$ cat config.mk
export PLATFORM = sky130hd
export DESIGN_NAME = iir_filter_direct_form_two
export DESIGN_NICKNAME = d
export VERILOG_FILES = /design/src/design/iirdf2_pkg.sv /design/src/design/iirdf2_coef_mem.sv /design/src/design/iirdf2_hist_mem.sv /design/src/design/iirdf2_mac.sv /design/src/design/iir_filter_direct_form_two.sv
export SDC_FILE = /design/constraint.sdc
export NUM_CORES = 2
export LEC_CHECK = 0
export ABC_CLOCK_PERIOD_IN_PS = 16200
export BUFFER_PORTS_ARGS = -buffer_cell sky130_fd_sc_hd__clkbuf_2
export CORE_UTILIZATION = 45
export CTS_CLUSTER_DIAMETER = 30
export DETAILED_ROUTE_END_ITERATION = 10
export SETUP_SLACK_MARGIN = 0.5
export SLEW_MARGIN = 10
export SYNTH_ARGS = -nofsm -noshare
export SYNTH_HDL_FRONTEND = slang
export SYNTH_SLANG_ARGS = --single-unit
$ cat constraint.sdc
create_clock -name clk -period 16.2 [get_ports clk]
set_input_delay 1.62 -clock clk [delete_from_list [all_inputs] [get_ports clk]]
set_output_delay 1.62 -clock clk [all_outputs]
set_load 0.03 [all_outputs]
$ cat src/design/iirdf2_pkg.sv
// Shared types, constants and rounding helpers for the direct form II IIR filter.
package iirdf2_pkg;

  // Field widths of the sample, coefficient, history and accumulator words.
  localparam int SAMPLE_W   = 24;
  localparam int COEF_W     = 32;
  localparam int HIST_W     = 32;
  localparam int ACC_W      = 64;
  localparam int ORD_W      = 4;
  localparam int SLOT_W     = 3;
  localparam int ACT_W      = 2;
  localparam int CFG_IDX_W  = 1;
  localparam int PROD_SHIFT = 13;
  localparam int RND_SHIFT  = 16;
  localparam int FRAC_SHIFT = 39;

  localparam logic signed [ACC_W-1:0] RND_HALF = 64'sd32768;
  localparam logic signed [ACC_W-1:0] W_MAX    = 64'sd2147483647;
  localparam logic signed [ACC_W-1:0] W_MIN    = -64'sd2147483648;
  localparam logic signed [ACC_W-1:0] Y_MAX    = 64'sd8388607;
  localparam logic signed [ACC_W-1:0] Y_MIN    = -64'sd8388608;

  // Configuration register indexes.
  localparam logic [CFG_IDX_W-1:0] CFG_FF_ORDER = 1'b0;
  localparam logic [CFG_IDX_W-1:0] CFG_FB_ORDER = 1'b1;

  // Kind of input item.
  typedef enum logic [ACT_W-1:0] {
    ACT_SAMPLE = 2'd0,
    ACT_WR_FF  = 2'd1,
    ACT_WR_FB  = 2'd2,
    ACT_NONE   = 2'd3
  } act_t;

  // Sequencer states.
  typedef enum logic [2:0] {
    ST_IDLE,
    ST_FB,
    ST_FB_WAIT,
    ST_W,
    ST_WR,
    ST_FF,
    ST_FF_WAIT,
    ST_Y
  } state_t;

  // Control from the sequencer to the multiply-accumulate unit.
  typedef struct packed {
    logic load;
    logic issue;
  } mac_ctl_t;

  typedef struct packed {
    logic              clip;
    logic [HIST_W-1:0] val;
  } w_res_t;

  typedef struct packed {
    logic                clip;
    logic [SAMPLE_W-1:0] val;
  } y_res_t;

  // Round a Q.39 sum half up to Q.23 and saturate to the Q9.23 history word.
  function automatic w_res_t sat_w(input logic signed [ACC_W-1:0] acc);
    logic signed [ACC_W-1:0] r;
    w_res_t res;
    r = (acc + RND_HALF) >>> RND_SHIFT;
    res.clip = 1'b0;
    res.val  = r[HIST_W-1:0];
    if (r > W_MAX) begin
      res.clip = 1'b1;
      res.val  = W_MAX[HIST_W-1:0];
    end else if (r < W_MIN) begin
      res.clip = 1'b1;
      res.val  = W_MIN[HIST_W-1:0];
    end
    return res;
  endfunction

  // Round a Q.39 sum half up to Q.23 and saturate to the Q1.23 output sample.
  function automatic y_res_t sat_y(input logic signed [ACC_W-1:0] acc);
    logic signed [ACC_W-1:0] r;
    y_res_t res;
    r = (acc + RND_HALF) >>> RND_SHIFT;
    res.clip = 1'b0;
    res.val  = r[SAMPLE_W-1:0];
    if (r > Y_MAX) begin
      res.clip = 1'b1;
      res.val  = Y_MAX[SAMPLE_W-1:0];
    end else if (r < Y_MIN) begin
      res.clip = 1'b1;
      res.val  = Y_MIN[SAMPLE_W-1:0];
    end
    return res;
  endfunction

endpackage

$ cat src/design/iirdf2_coef_mem.sv
// Coefficient memory holding the feedforward and feedback tables side by side.
module iirdf2_coef_mem
  import iirdf2_pkg::*;
#(
  parameter int TAPS = 8
) (
  input  logic                     clk,
  input  logic                     rst_n,
  input  logic                     wr_en,
  input  logic                     wr_sel,
  input  logic [$clog2(TAPS)-1:0]  wr_idx,
  input  logic [COEF_W-1:0]        wr_data,
  input  logic                     rd_sel,
  input  logic [$clog2(TAPS)-1:0]  rd_idx,
  output logic signed [COEF_W-1:0] rd_data
);

  localparam int AW    = $clog2(TAPS);
  localparam int DEPTH = 2 ** (AW + 1);

  logic [COEF_W-1:0] mem_r [DEPTH];
  logic [DEPTH-1:0]  valid_r;
  logic [COEF_W-1:0] rd_data_r;
  logic [AW:0]       wr_addr;
  logic [AW:0]       rd_addr;

  // The select bit picks the feedback half of the memory.
  assign wr_addr = {wr_sel, wr_idx};
  assign rd_addr = {rd_sel, rd_idx};

  // Entries not yet written read as zero.
  always_ff @(posedge clk) begin
    if (!rst_n) begin
      valid_r <= '0;
    end else if (wr_en) begin
      valid_r[wr_addr] <= 1'b1;
    end
  end

  always_ff @(posedge clk) begin
    if (wr_en) begin
      mem_r[wr_addr] <= wr_data;
    end
  end

  always_ff @(posedge clk) begin
    rd_data_r <= valid_r[rd_addr] ? mem_r[rd_addr] : '0;
  end

  assign rd_data = rd_data_r;

endmodule

$ cat src/design/iirdf2_hist_mem.sv
// Circular history memory of the auxiliary value w, newest entry at the pointer.
module iirdf2_hist_mem
  import iirdf2_pkg::*;
#(
  parameter int TAPS = 8
) (
  input  logic                     clk,
  input  logic                     rst_n,
  input  logic                     push,
  input  logic [HIST_W-1:0]        push_data,
  input  logic [$clog2(TAPS)-1:0]  rd_off,
  output logic signed [HIST_W-1:0] rd_data
);

  localparam int AW = $clog2(TAPS);

  logic [HIST_W-1:0] mem_r [TAPS];
  logic [TAPS-1:0]   valid_r;
  logic [AW-1:0]     ptr_r;
  logic [AW-1:0]     ptr_nxt;
  logic [AW:0]       rd_sum;
  logic [AW-1:0]     rd_addr;
  logic [HIST_W-1:0] rd_data_r;

  // A push moves the pointer back one slot, overwriting the oldest entry.
  assign ptr_nxt = (ptr_r == '0) ? AW'(TAPS - 1) : ptr_r - 1'b1;

  // Offset k reads w delayed by k+1 before a push, by k after it.
  assign rd_sum  = {1'b0, ptr_r} + {1'b0, rd_off};
  assign rd_addr = (rd_sum >= (AW + 1)'(TAPS)) ? AW'(rd_sum - (AW + 1)'(TAPS))
                                                : rd_sum[AW-1:0];

  always_ff @(posedge clk) begin
    if (!rst_n) begin
      ptr_r   <= '0;
      valid_r <= '0;
    end else if (push) begin
      ptr_r            <= ptr_nxt;
      valid_r[ptr_nxt] <= 1'b1;
    end
  end

  always_ff @(posedge clk) begin
    if (push) begin
      mem_r[ptr_nxt] <= push_data;
    end
  end

  // Cleared history reads as zero until written.
  always_ff @(posedge clk) begin
    rd_data_r <= valid_r[rd_addr] ? mem_r[rd_addr] : '0;
  end

  assign rd_data = rd_data_r;

endmodule

$ cat src/design/iirdf2_mac.sv
// Shared multiply-accumulate unit: one registered product and a 64-bit sum.
module iirdf2_mac
  import iirdf2_pkg::*;
(
  input  logic                     clk,
  input  logic                     rst_n,
  input  mac_ctl_t                 ctl,
  input  logic signed [ACC_W-1:0]  load_val,
  input  logic signed [COEF_W-1:0] coef,
  input  logic signed [HIST_W-1:0] hist,
  output logic signed [ACC_W-1:0]  acc,
  output logic                     busy
);

  logic                    s1_vld_r;
  logic                    s2_vld_r;
  logic signed [ACC_W-1:0] prod_r;
  logic signed [ACC_W-1:0] acc_r;

  // Tap valid follows the memory read latency, then the product register.
  always_ff @(posedge clk) begin
    if (!rst_n) begin
      s1_vld_r <= 1'b0;
      s2_vld_r <= 1'b0;
    end else begin
      s1_vld_r <= ctl.issue;
      s2_vld_r <= s1_vld_r;
    end
  end

  always_ff @(posedge clk) begin
    prod_r <= coef * hist;
  end

  // Each Q12.52 product is floored to Q.39 before it enters the sum.
  always_ff @(posedge clk) begin
    if (ctl.load) begin
      acc_r <= load_val;
    end else if (s2_vld_r) begin
      acc_r <= acc_r + (prod_r >>> PROD_SHIFT);
    end
  end

  assign acc  = acc_r;
  assign busy = s1_vld_r | s2_vld_r;

endmodule

$ cat src/design/iir_filter_direct_form_two.sv
// Top level of the direct form II IIR filter: sequencer, registers and output stage.
//
// Input items arrive on in_tvalid/in_tready with the action code in in_tuser.
// A sample item runs the feedback taps and then the feedforward taps through
// one shared multiply-accumulate unit, reading coefficients and history from
// two memories with registered reads; it yields one output item with the
// saturation flag in out_tuser. Coefficient write items and the unused action
// code finish in their acceptance cycle and yield nothing.
// After acceptance a sample runs the fb-1 feedback taps, waits for the read
// and multiply stages to empty, rounds w, stores w, runs the ff feedforward
// taps, waits again and rounds the output, fb and ff being the clamped
// orders. With no taps in a pass the sequencer goes straight to its wait.
// Only one sample is in flight; in_tready is high while the sequencer is idle.
// The output register holds a result until it is taken; a new item is accepted
// meanwhile, and a second result waits in the last step until the register
// frees up.
// Reset clears the history and both tables to zero, sets both orders to one
// and empties the output register. The user must write the orders via cfg_wr_en,
// cfg_index and cfg_data while no sample is in flight; the block does not check.
module iir_filter_direct_form_two
  import iirdf2_pkg::*;
#(
  parameter int TAPS = 8
) (
  input  logic                 clk,
  input  logic                 rst_n,
  input  logic                 in_tvalid,
  output logic                 in_tready,
  input  logic [63:0]          in_tdata,   // sample_in[23:0], coef_index[26:24], coef_value[58:27]
  input  logic [ACT_W-1:0]     in_tuser,   // action[1:0]
  output logic                 out_tvalid,
  input  logic                 out_tready,
  output logic [SAMPLE_W-1:0]  out_tdata,  // sample_out[23:0]
  output logic                 out_tuser,  // saturated[0]
  input  logic                 cfg_wr_en,
  input  logic [CFG_IDX_W-1:0] cfg_index,
  input  logic [ORD_W-1:0]     cfg_data
);

  localparam int AW = $clog2(TAPS);
  localparam int CW = $clog2(TAPS + 1);

  state_t                  state_r, state_nxt;
  logic [CW-1:0]           k_r, k_nxt;
  logic [ORD_W-1:0]        ff_ord_r, fb_ord_r;
  logic [HIST_W-1:0]       w_r;
  logic                    clip_r;
  logic                    out_tvalid_r, out_tvalid_nxt;
  logic [SAMPLE_W-1:0]     out_tdata_r;
  logic                    out_tuser_r;

  logic                    in_fire;
  act_t                    act;
  logic signed [SAMPLE_W-1:0] sample_in;
  logic [SLOT_W-1:0]       coef_index;
  logic [COEF_W-1:0]       coef_value;
  logic [CW-1:0]           n_ff, n_fb, fb_c, n_cur;
  logic                    k_last;
  logic                    out_free;
  logic                    out_load;
  w_res_t                  w_res;
  y_res_t                  y_res;

  mac_ctl_t                mac_ctl;
  logic signed [ACC_W-1:0] mac_load_val;
  logic signed [ACC_W-1:0] mac_acc;
  logic                    mac_busy;
  logic                    coef_wr_en;
  logic                    coef_rd_sel;
  logic [AW-1:0]           coef_rd_idx;
  logic signed [COEF_W-1:0] coef_rd_data;
  logic                    hist_push;
  logic signed [HIST_W-1:0] hist_rd_data;

  // Unpack the input item.
  assign in_fire    = in_tvalid & in_tready;
  assign act        = act_t'(in_tuser);
  assign sample_in  = in_tdata[SAMPLE_W-1:0];
  assign coef_index = in_tdata[SAMPLE_W+SLOT_W-1:SAMPLE_W];
  assign coef_value = in_tdata[SAMPLE_W+SLOT_W+COEF_W-1:SAMPLE_W+SLOT_W];

  // Orders above the tap count act as the tap count.
  assign n_ff = (32'(ff_ord_r) > TAPS) ? CW'(TAPS) : CW'(ff_ord_r);
  assign fb_c = (32'(fb_ord_r) > TAPS) ? CW'(TAPS) : CW'(fb_ord_r);
  assign n_fb = (fb_c > CW'(1)) ? fb_c - 1'b1 : '0;

  assign n_cur    = (state_r == ST_FB) ? n_fb : n_ff;
  assign k_last   = (k_r == n_cur - 1'b1);
  assign out_free = !out_tvalid_r || out_tready;
  assign w_res    = sat_w(mac_acc);
  assign y_res    = sat_y(mac_acc);

  // Configuration writes.
  always_ff @(posedge clk) begin
    if (!rst_n) begin
      ff_ord_r <= ORD_W'(1);
      fb_ord_r <= ORD_W'(1);
    end else if (cfg_wr_en) begin
      unique case (cfg_index)
        CFG_FF_ORDER: ff_ord_r <= cfg_data;
        CFG_FB_ORDER: fb_ord_r <= cfg_data;
        default:      ff_ord_r <= ff_ord_r;
      endcase
    end
  end

  // Next state of the sequencer.
  always_comb begin
    state_nxt = state_r;
    unique case (state_r)
      ST_IDLE: begin
        if (in_fire && act == ACT_SAMPLE) begin
          state_nxt = (n_fb == '0) ? ST_FB_WAIT : ST_FB;
        end
      end
      ST_FB: begin
        if (k_last) state_nxt = ST_FB_WAIT;
      end
      ST_FB_WAIT: begin
        if (!mac_busy) state_nxt = ST_W;
      end
      ST_W: begin
        state_nxt = ST_WR;
      end
      ST_WR: begin
        state_nxt = (n_ff == '0) ? ST_FF_WAIT : ST_FF;
      end
      ST_FF: begin
        if (k_last) state_nxt = ST_FF_WAIT;
      end
      ST_FF_WAIT: begin
        if (!mac_busy) state_nxt = ST_Y;
      end
      ST_Y: begin
        if (out_free) state_nxt = ST_IDLE;
      end
      default: state_nxt = ST_IDLE;
    endcase
  end

  // Control outputs of the sequencer.
  always_comb begin
    in_tready    = (state_r == ST_IDLE);
    mac_ctl      = '0;
    mac_load_val = '0;
    coef_wr_en   = 1'b0;
    coef_rd_sel  = (state_r == ST_FB);
    coef_rd_idx  = k_r[AW-1:0];
    hist_push    = 1'b0;
    out_load     = 1'b0;
    k_nxt        = '0;
    unique case (state_r)
      ST_IDLE: begin
        if (in_fire) begin
          unique case (act)
            ACT_SAMPLE: begin
              mac_ctl.load = 1'b1;
              mac_load_val = {{(ACC_W-SAMPLE_W-FRAC_SHIFT){sample_in[SAMPLE_W-1]}},
                              sample_in, {FRAC_SHIFT{1'b0}}};
            end
            ACT_WR_FF, ACT_WR_FB: begin
              coef_wr_en = (32'(coef_index) < TAPS);
            end
            ACT_NONE: begin
              coef_wr_en = 1'b0;
            end
            default: coef_wr_en = 1'b0;
          endcase
        end
      end
      ST_FB: begin
        // Feedback tap j = k+1 pairs with w delayed by k+1.
        mac_ctl.issue = 1'b1;
        coef_rd_idx   = k_r[AW-1:0] + 1'b1;
        k_nxt         = k_last ? '0 : k_r + 1'b1;
      end
      ST_WR: begin
        hist_push    = 1'b1;
        mac_ctl.load = 1'b1;
      end
      ST_FF: begin
        mac_ctl.issue = 1'b1;
        k_nxt         = k_last ? '0 : k_r + 1'b1;
      end
      ST_Y: begin
        out_load = out_free;
      end
      ST_FB_WAIT, ST_W, ST_FF_WAIT: begin
        k_nxt = '0;
      end
      default: k_nxt = '0;
    endcase
  end

  // Output register: a new result is loaded only when the old one is gone.
  always_comb begin
    if (out_load) begin
      out_tvalid_nxt = 1'b1;
    end else if (out_tready) begin
      out_tvalid_nxt = 1'b0;
    end else begin
      out_tvalid_nxt = out_tvalid_r;
    end
  end

  always_ff @(posedge clk) begin
    if (!rst_n) begin
      state_r      <= ST_IDLE;
      k_r          <= '0;
      out_tvalid_r <= 1'b0;
    end else begin
      state_r      <= state_nxt;
      k_r          <= k_nxt;
      out_tvalid_r <= out_tvalid_nxt;
    end
  end

  // Rounded w and the result payload.
  always_ff @(posedge clk) begin
    if (state_r == ST_W) begin
      w_r    <= w_res.val;
      clip_r <= w_res.clip;
    end
    if (out_load) begin
      out_tdata_r <= y_res.val;
      out_tuser_r <= clip_r | y_res.clip;
    end
  end

  assign out_tvalid = out_tvalid_r;
  assign out_tdata  = out_tdata_r;
  assign out_tuser  = out_tuser_r;

  iirdf2_coef_mem #(
    .TAPS (TAPS)
  ) u_coef_mem (
    .clk     (clk),
    .rst_n   (rst_n),
    .wr_en   (coef_wr_en),
    .wr_sel  (act == ACT_WR_FB),
    .wr_idx  (AW'(coef_index)),
    .wr_data (coef_value),
    .rd_sel  (coef_rd_sel),
    .rd_idx  (coef_rd_idx),
    .rd_data (coef_rd_data)
  );

  iirdf2_hist_mem #(
    .TAPS (TAPS)
  ) u_hist_mem (
    .clk       (clk),
    .rst_n     (rst_n),
    .push      (hist_push),
    .push_data (w_r),
    .rd_off    (k_r[AW-1:0]),
    .rd_data   (hist_rd_data)
  );

  iirdf2_mac u_mac (
    .clk      (clk),
    .rst_n    (rst_n),
    .ctl      (mac_ctl),
    .load_val (mac_load_val),
    .coef     (coef_rd_data),
    .hist     (hist_rd_data),
    .acc      (mac_acc),
    .busy     (mac_busy)
  );

  // The history changes only after all feedback products have been summed.
  a_push_after_drain: assert property (@(posedge clk) disable iff (!rst_n)
    hist_push |-> !mac_busy)
    else $error("history written while products are still in flight");

  // Reloading the sum must not drop a product still in the pipeline.
  a_load_after_drain: assert property (@(posedge clk) disable iff (!rst_n)
    mac_ctl.load |-> !mac_busy)
    else $error("accumulator reloaded while products are still in flight");

  // A result appears only from the output rounding step.
  a_result_source: assert property (@(posedge clk) disable iff (!rst_n)
    $rose(out_tvalid_r) |-> $past(state_r == ST_Y))
    else $error("output item raised outside the rounding step");

endmodule

==> results.yml <==
outcome:
  outcome: "complete, no violations"
synthesis:
  syn-num-nets: 7769
  yosys_most_used_dff: "edfxtp_1"
  synth-edff-count: 890
  async_flop_share_pct: 0
  synthCells: 6357
  ys_ff_latch: 1050
  ys_seq_area_share_pct: 38.2
  ys_types: 86
  syn_area_um2: 78400
  syn_avg_cell_area_um2: 12.3
  ys_warn_count: 0
global_routing:
  gr-total-overflow: 0
  grt.busiest_layer: "met2"
  grt_pass1_wl_um: 297000
  antenna_found_initial: 11
  use_met3_pct: 3.46
  met1_usage_pct: 28.4
  first_global_vias: 51400
  gr-usage-met2_pct: 38.7
  grt_max_degree: 93
  track_usage_pct: 22.2
clock_network:
  cts_buffer_depth: 3
  numCtsBuffers: 177
  cts_root_buf: "clkbuf_16"
  clock_latency_ps: 800
  cts_resized: 0
  cts.clk_slew.worst_paths_ps: 50
  cts.sinks: 1050
  holdBufCountCts: 0
  post-cts-setup-buffers: 0
  h-tree-depth: 4
  cts_tree: "built"
placement:
  portBuffers: 97
  place_area_um2: 81600
  hpwl_um: 131000
  place_congestion: 0.880
  dp_cells: 8556
worst_hold_path:
  hp-class: "flop to flop"
sta:
  maxSlewHeadroom_pct: 17.3
  rsz0062_at_grt: "false"
  fmax_ghz: 0.112
  clock_skew_ps: 58.7
  holdWs_ps: 456
  slew_violations: 0
  hold_violations: 0
  period_share_pct: 55.0
  fin_crit_ps: 8910
  tightest_slew_ps: 1240
  setup_viol: 0
  fin_tns_setup_ps: 0
pwr:
  clkPwrFrac_pct: 52.3
  power.switching_w: 0.00173
  seqPwrFrac_pct: 41.3
  ir_worst_vdd_mv: 0.177
  leakagePower_nw: 37.1
  power_frac_comb_pct: 6.4
  switching_share_pct: 23.8
  power.density_nw_per_um2: 82.8
  p_int_w: 0.00554
worst_setup_path:
  cp_data_arrival_time_ps: 9590
  critical_path_required_ps: 16880
  r2r_slack_ps: 7290
  crit_fanout: 24
  end_kind: "flop"
  setup.worst_path.class: "flop to flop"
  startpoint_type: "flop"
layout:
  instances_no_fill: 8894
  mostFrequentLayoutCells: "fa_1 (1082), inv_1 (1009), edfxtp_1 (890), nand2_1 (680), and2_1 (533)"
  finish.utilization_pct: 51.0
  fin_area_um2: 87900
  multi_input_area_um2: 43700
  final_common_cell: "fa_1"
  layout-drive-gt1-share_pct: 12.4
  area_growth_pct: 12.1
  fillers: 14900
  nets: 7837
  seq_area_um2: 29900
floorplanning:
  core-area_um2: 172000
  rows: 152
  start_util_pct: 45.5
  die_h_um: 419
  num_io_pins: 103
  die_w_um: 419
  die_area_um2: 176000
drt:
  antenna_left: 0
  drc: 0
  first_iter_violations: 3127
  vias: 47500
  post_drt_wl_per_cell_um: 21.2
  vias_per_cell: 5.34
  routed_wl_um: 188000
  dr.pass1.iters: 5
flow_run:
  max_cap_viol_count: 0
## kinds of logic (layout without fill, tap and decap cells)
logic type      after synthesis  in the layout  synth area share (%)
fa+ha+maj                  1336           1336                  31.7
compound gates              542            542                  4.42
other cells                   0              2                     0
simple gates               1702           1702                  10.7
flops                      1050           1050                  38.2
xor+xnor                    160            160                  1.79
buf+inv                    1323           1548                  6.39
mux                         244            244                  6.79
## synth_stat cells, drive strengths merged (3+ instances only)
cell type | number | area share (%)
o31ai | 19 | 0.18
fa | 1083 | 28
nor2b | 18 | 0.14
o211ai | 8 | 0.077
nor3b | 5 | 0.048
a211oi | 14 | 0.14
or2 | 4 | 0.032
and2 | 534 | 4.3
nand3 | 66 | 0.42
inv | 1011 | 4.8
a221o | 4 | 0.051
nor2 | 215 | 1.0
mux2 | 3 | 0.043
and3 | 26 | 0.21
nor4b | 3 | 0.034
edfxtp | 890 | 34
a31oi | 14 | 0.11
mux4 | 230 | 6.6
buf | 38 | 0.24
a21o | 83 | 0.80
and4 | 17 | 0.19
xor2 | 65 | 0.73
a31o | 5 | 0.056
a221oi | 5 | 0.056
xnor2 | 95 | 1.1
nand2b | 27 | 0.22
ha | 253 | 4.0
o21ai | 118 | 0.77
clkbuf | 274 | 1.3
o21bai | 27 | 0.26
mux2i | 11 | 0.14
o41ai | 3 | 0.053
or4 | 3 | 0.029
nand2 | 681 | 3.3
a21boi | 5 | 0.048
a211o | 6 | 0.067
nor4 | 9 | 0.072
a21oi | 174 | 1.1
nor3 | 42 | 0.30
dfxtp | 160 | 4.1
nand4 | 38 | 0.32
or3 | 7 | 0.062
o21a | 25 | 0.24
## registers in the layout, indices dropped and copies added (netlist names), 4 cells and up
register and flops:
u_hist_mem.valid_r 8, fb_ord_r 4, u_mac.prod_r 51, out_tdata 24, w_r 32, u_mac.acc 64
k_r 4, u_coef_mem.rd_data 32, u_hist_mem.mem_r 256, u_coef_mem.mem_r 512, u_hist_mem.rd_data 32, u_coef_mem.valid_r 16
ff_ord_r 4
## power groups by stage
stage / Clock [W] / Sequential, W / Combinational [W]
floorplan: 0 / 0.00304 / 0.000307
global placement: 0 / 0.00306 / 0.000462
detailed placement: 0 / 0.00306 / 0.000468
CTS: 0.00387 / 0.00301 / 0.000470
global route: 0.00398 / 0.00301 / 0.000502
finish: 0.00380 / 0.00301 / 0.000466
## through the flow
| step | total power [W] | setup slack, ps |
|---|---|---|
| after floorplan | 0.00335 | 8480 |
| after detailed placement | 0.00353 | 7260 |
| after global placement | 0.00352 | 7230 |
| after CTS | 0.00734 | 7170 |
| final | 0.00727 | 7290 |
| after global routing | 0.00749 | 6700 |
## area by class of cell
cell class / count / share of cell area (%)
Sequential cell: 1050 / 34.1
Clock buffer: 207 / 5.30
Timing Repair Buffer: 201 / 1.46
Inverter: 1011 / 4.32
Tap cell: 2310 / 3.29
Clock inverter: 129 / 1.79
Multi-Input combinational cell: 3984 / 49.8
Antenna cell: 2 / 0.00570
## path summary, 6_finish.rpt
check,from,endpoint,cells after the start
hold reg to reg,u_mac.s1_vld_r,u_mac.s2_vld_r,1
setup reg to reg,u_hist_mem.rd_data[7],u_mac.prod_r[62],27
setup / recovery,u_hist_mem.rd_data[7],u_mac.prod_r[62],27
hold / removal,u_mac.s1_vld_r,u_mac.s2_vld_r,1
## worst max-delay path, stage by stage (launching register included)
cell and delay, ps:
dfxtp_1 640, buf_4 390, and2_1 190, fa_1 400
inv_1 270, fa_1 480, inv_1 220, fa_1 500
fa_1 950, inv_1 450, fa_1 600, inv_1 60
fa_1 520, inv_1 50, fa_1 470, inv_1 50
fa_1 440, ha_1 400, a21o_1 210, a21oi_1 130
inv_1 50, a21oi_1 190, o21bai_1 90, a21oi_1 140
o21bai_1 100, a21oi_1 340, nand2_1 150, o311ai_1 260
## per-layer routing
metal	up-vias	wire [µm]
met5	-	45
met1	25100	77100
met2	1126	96400
met4	6	5330
met3	297	9350
li1	21000	-
No activity file was read; power rests on OpenSTA's default activity.
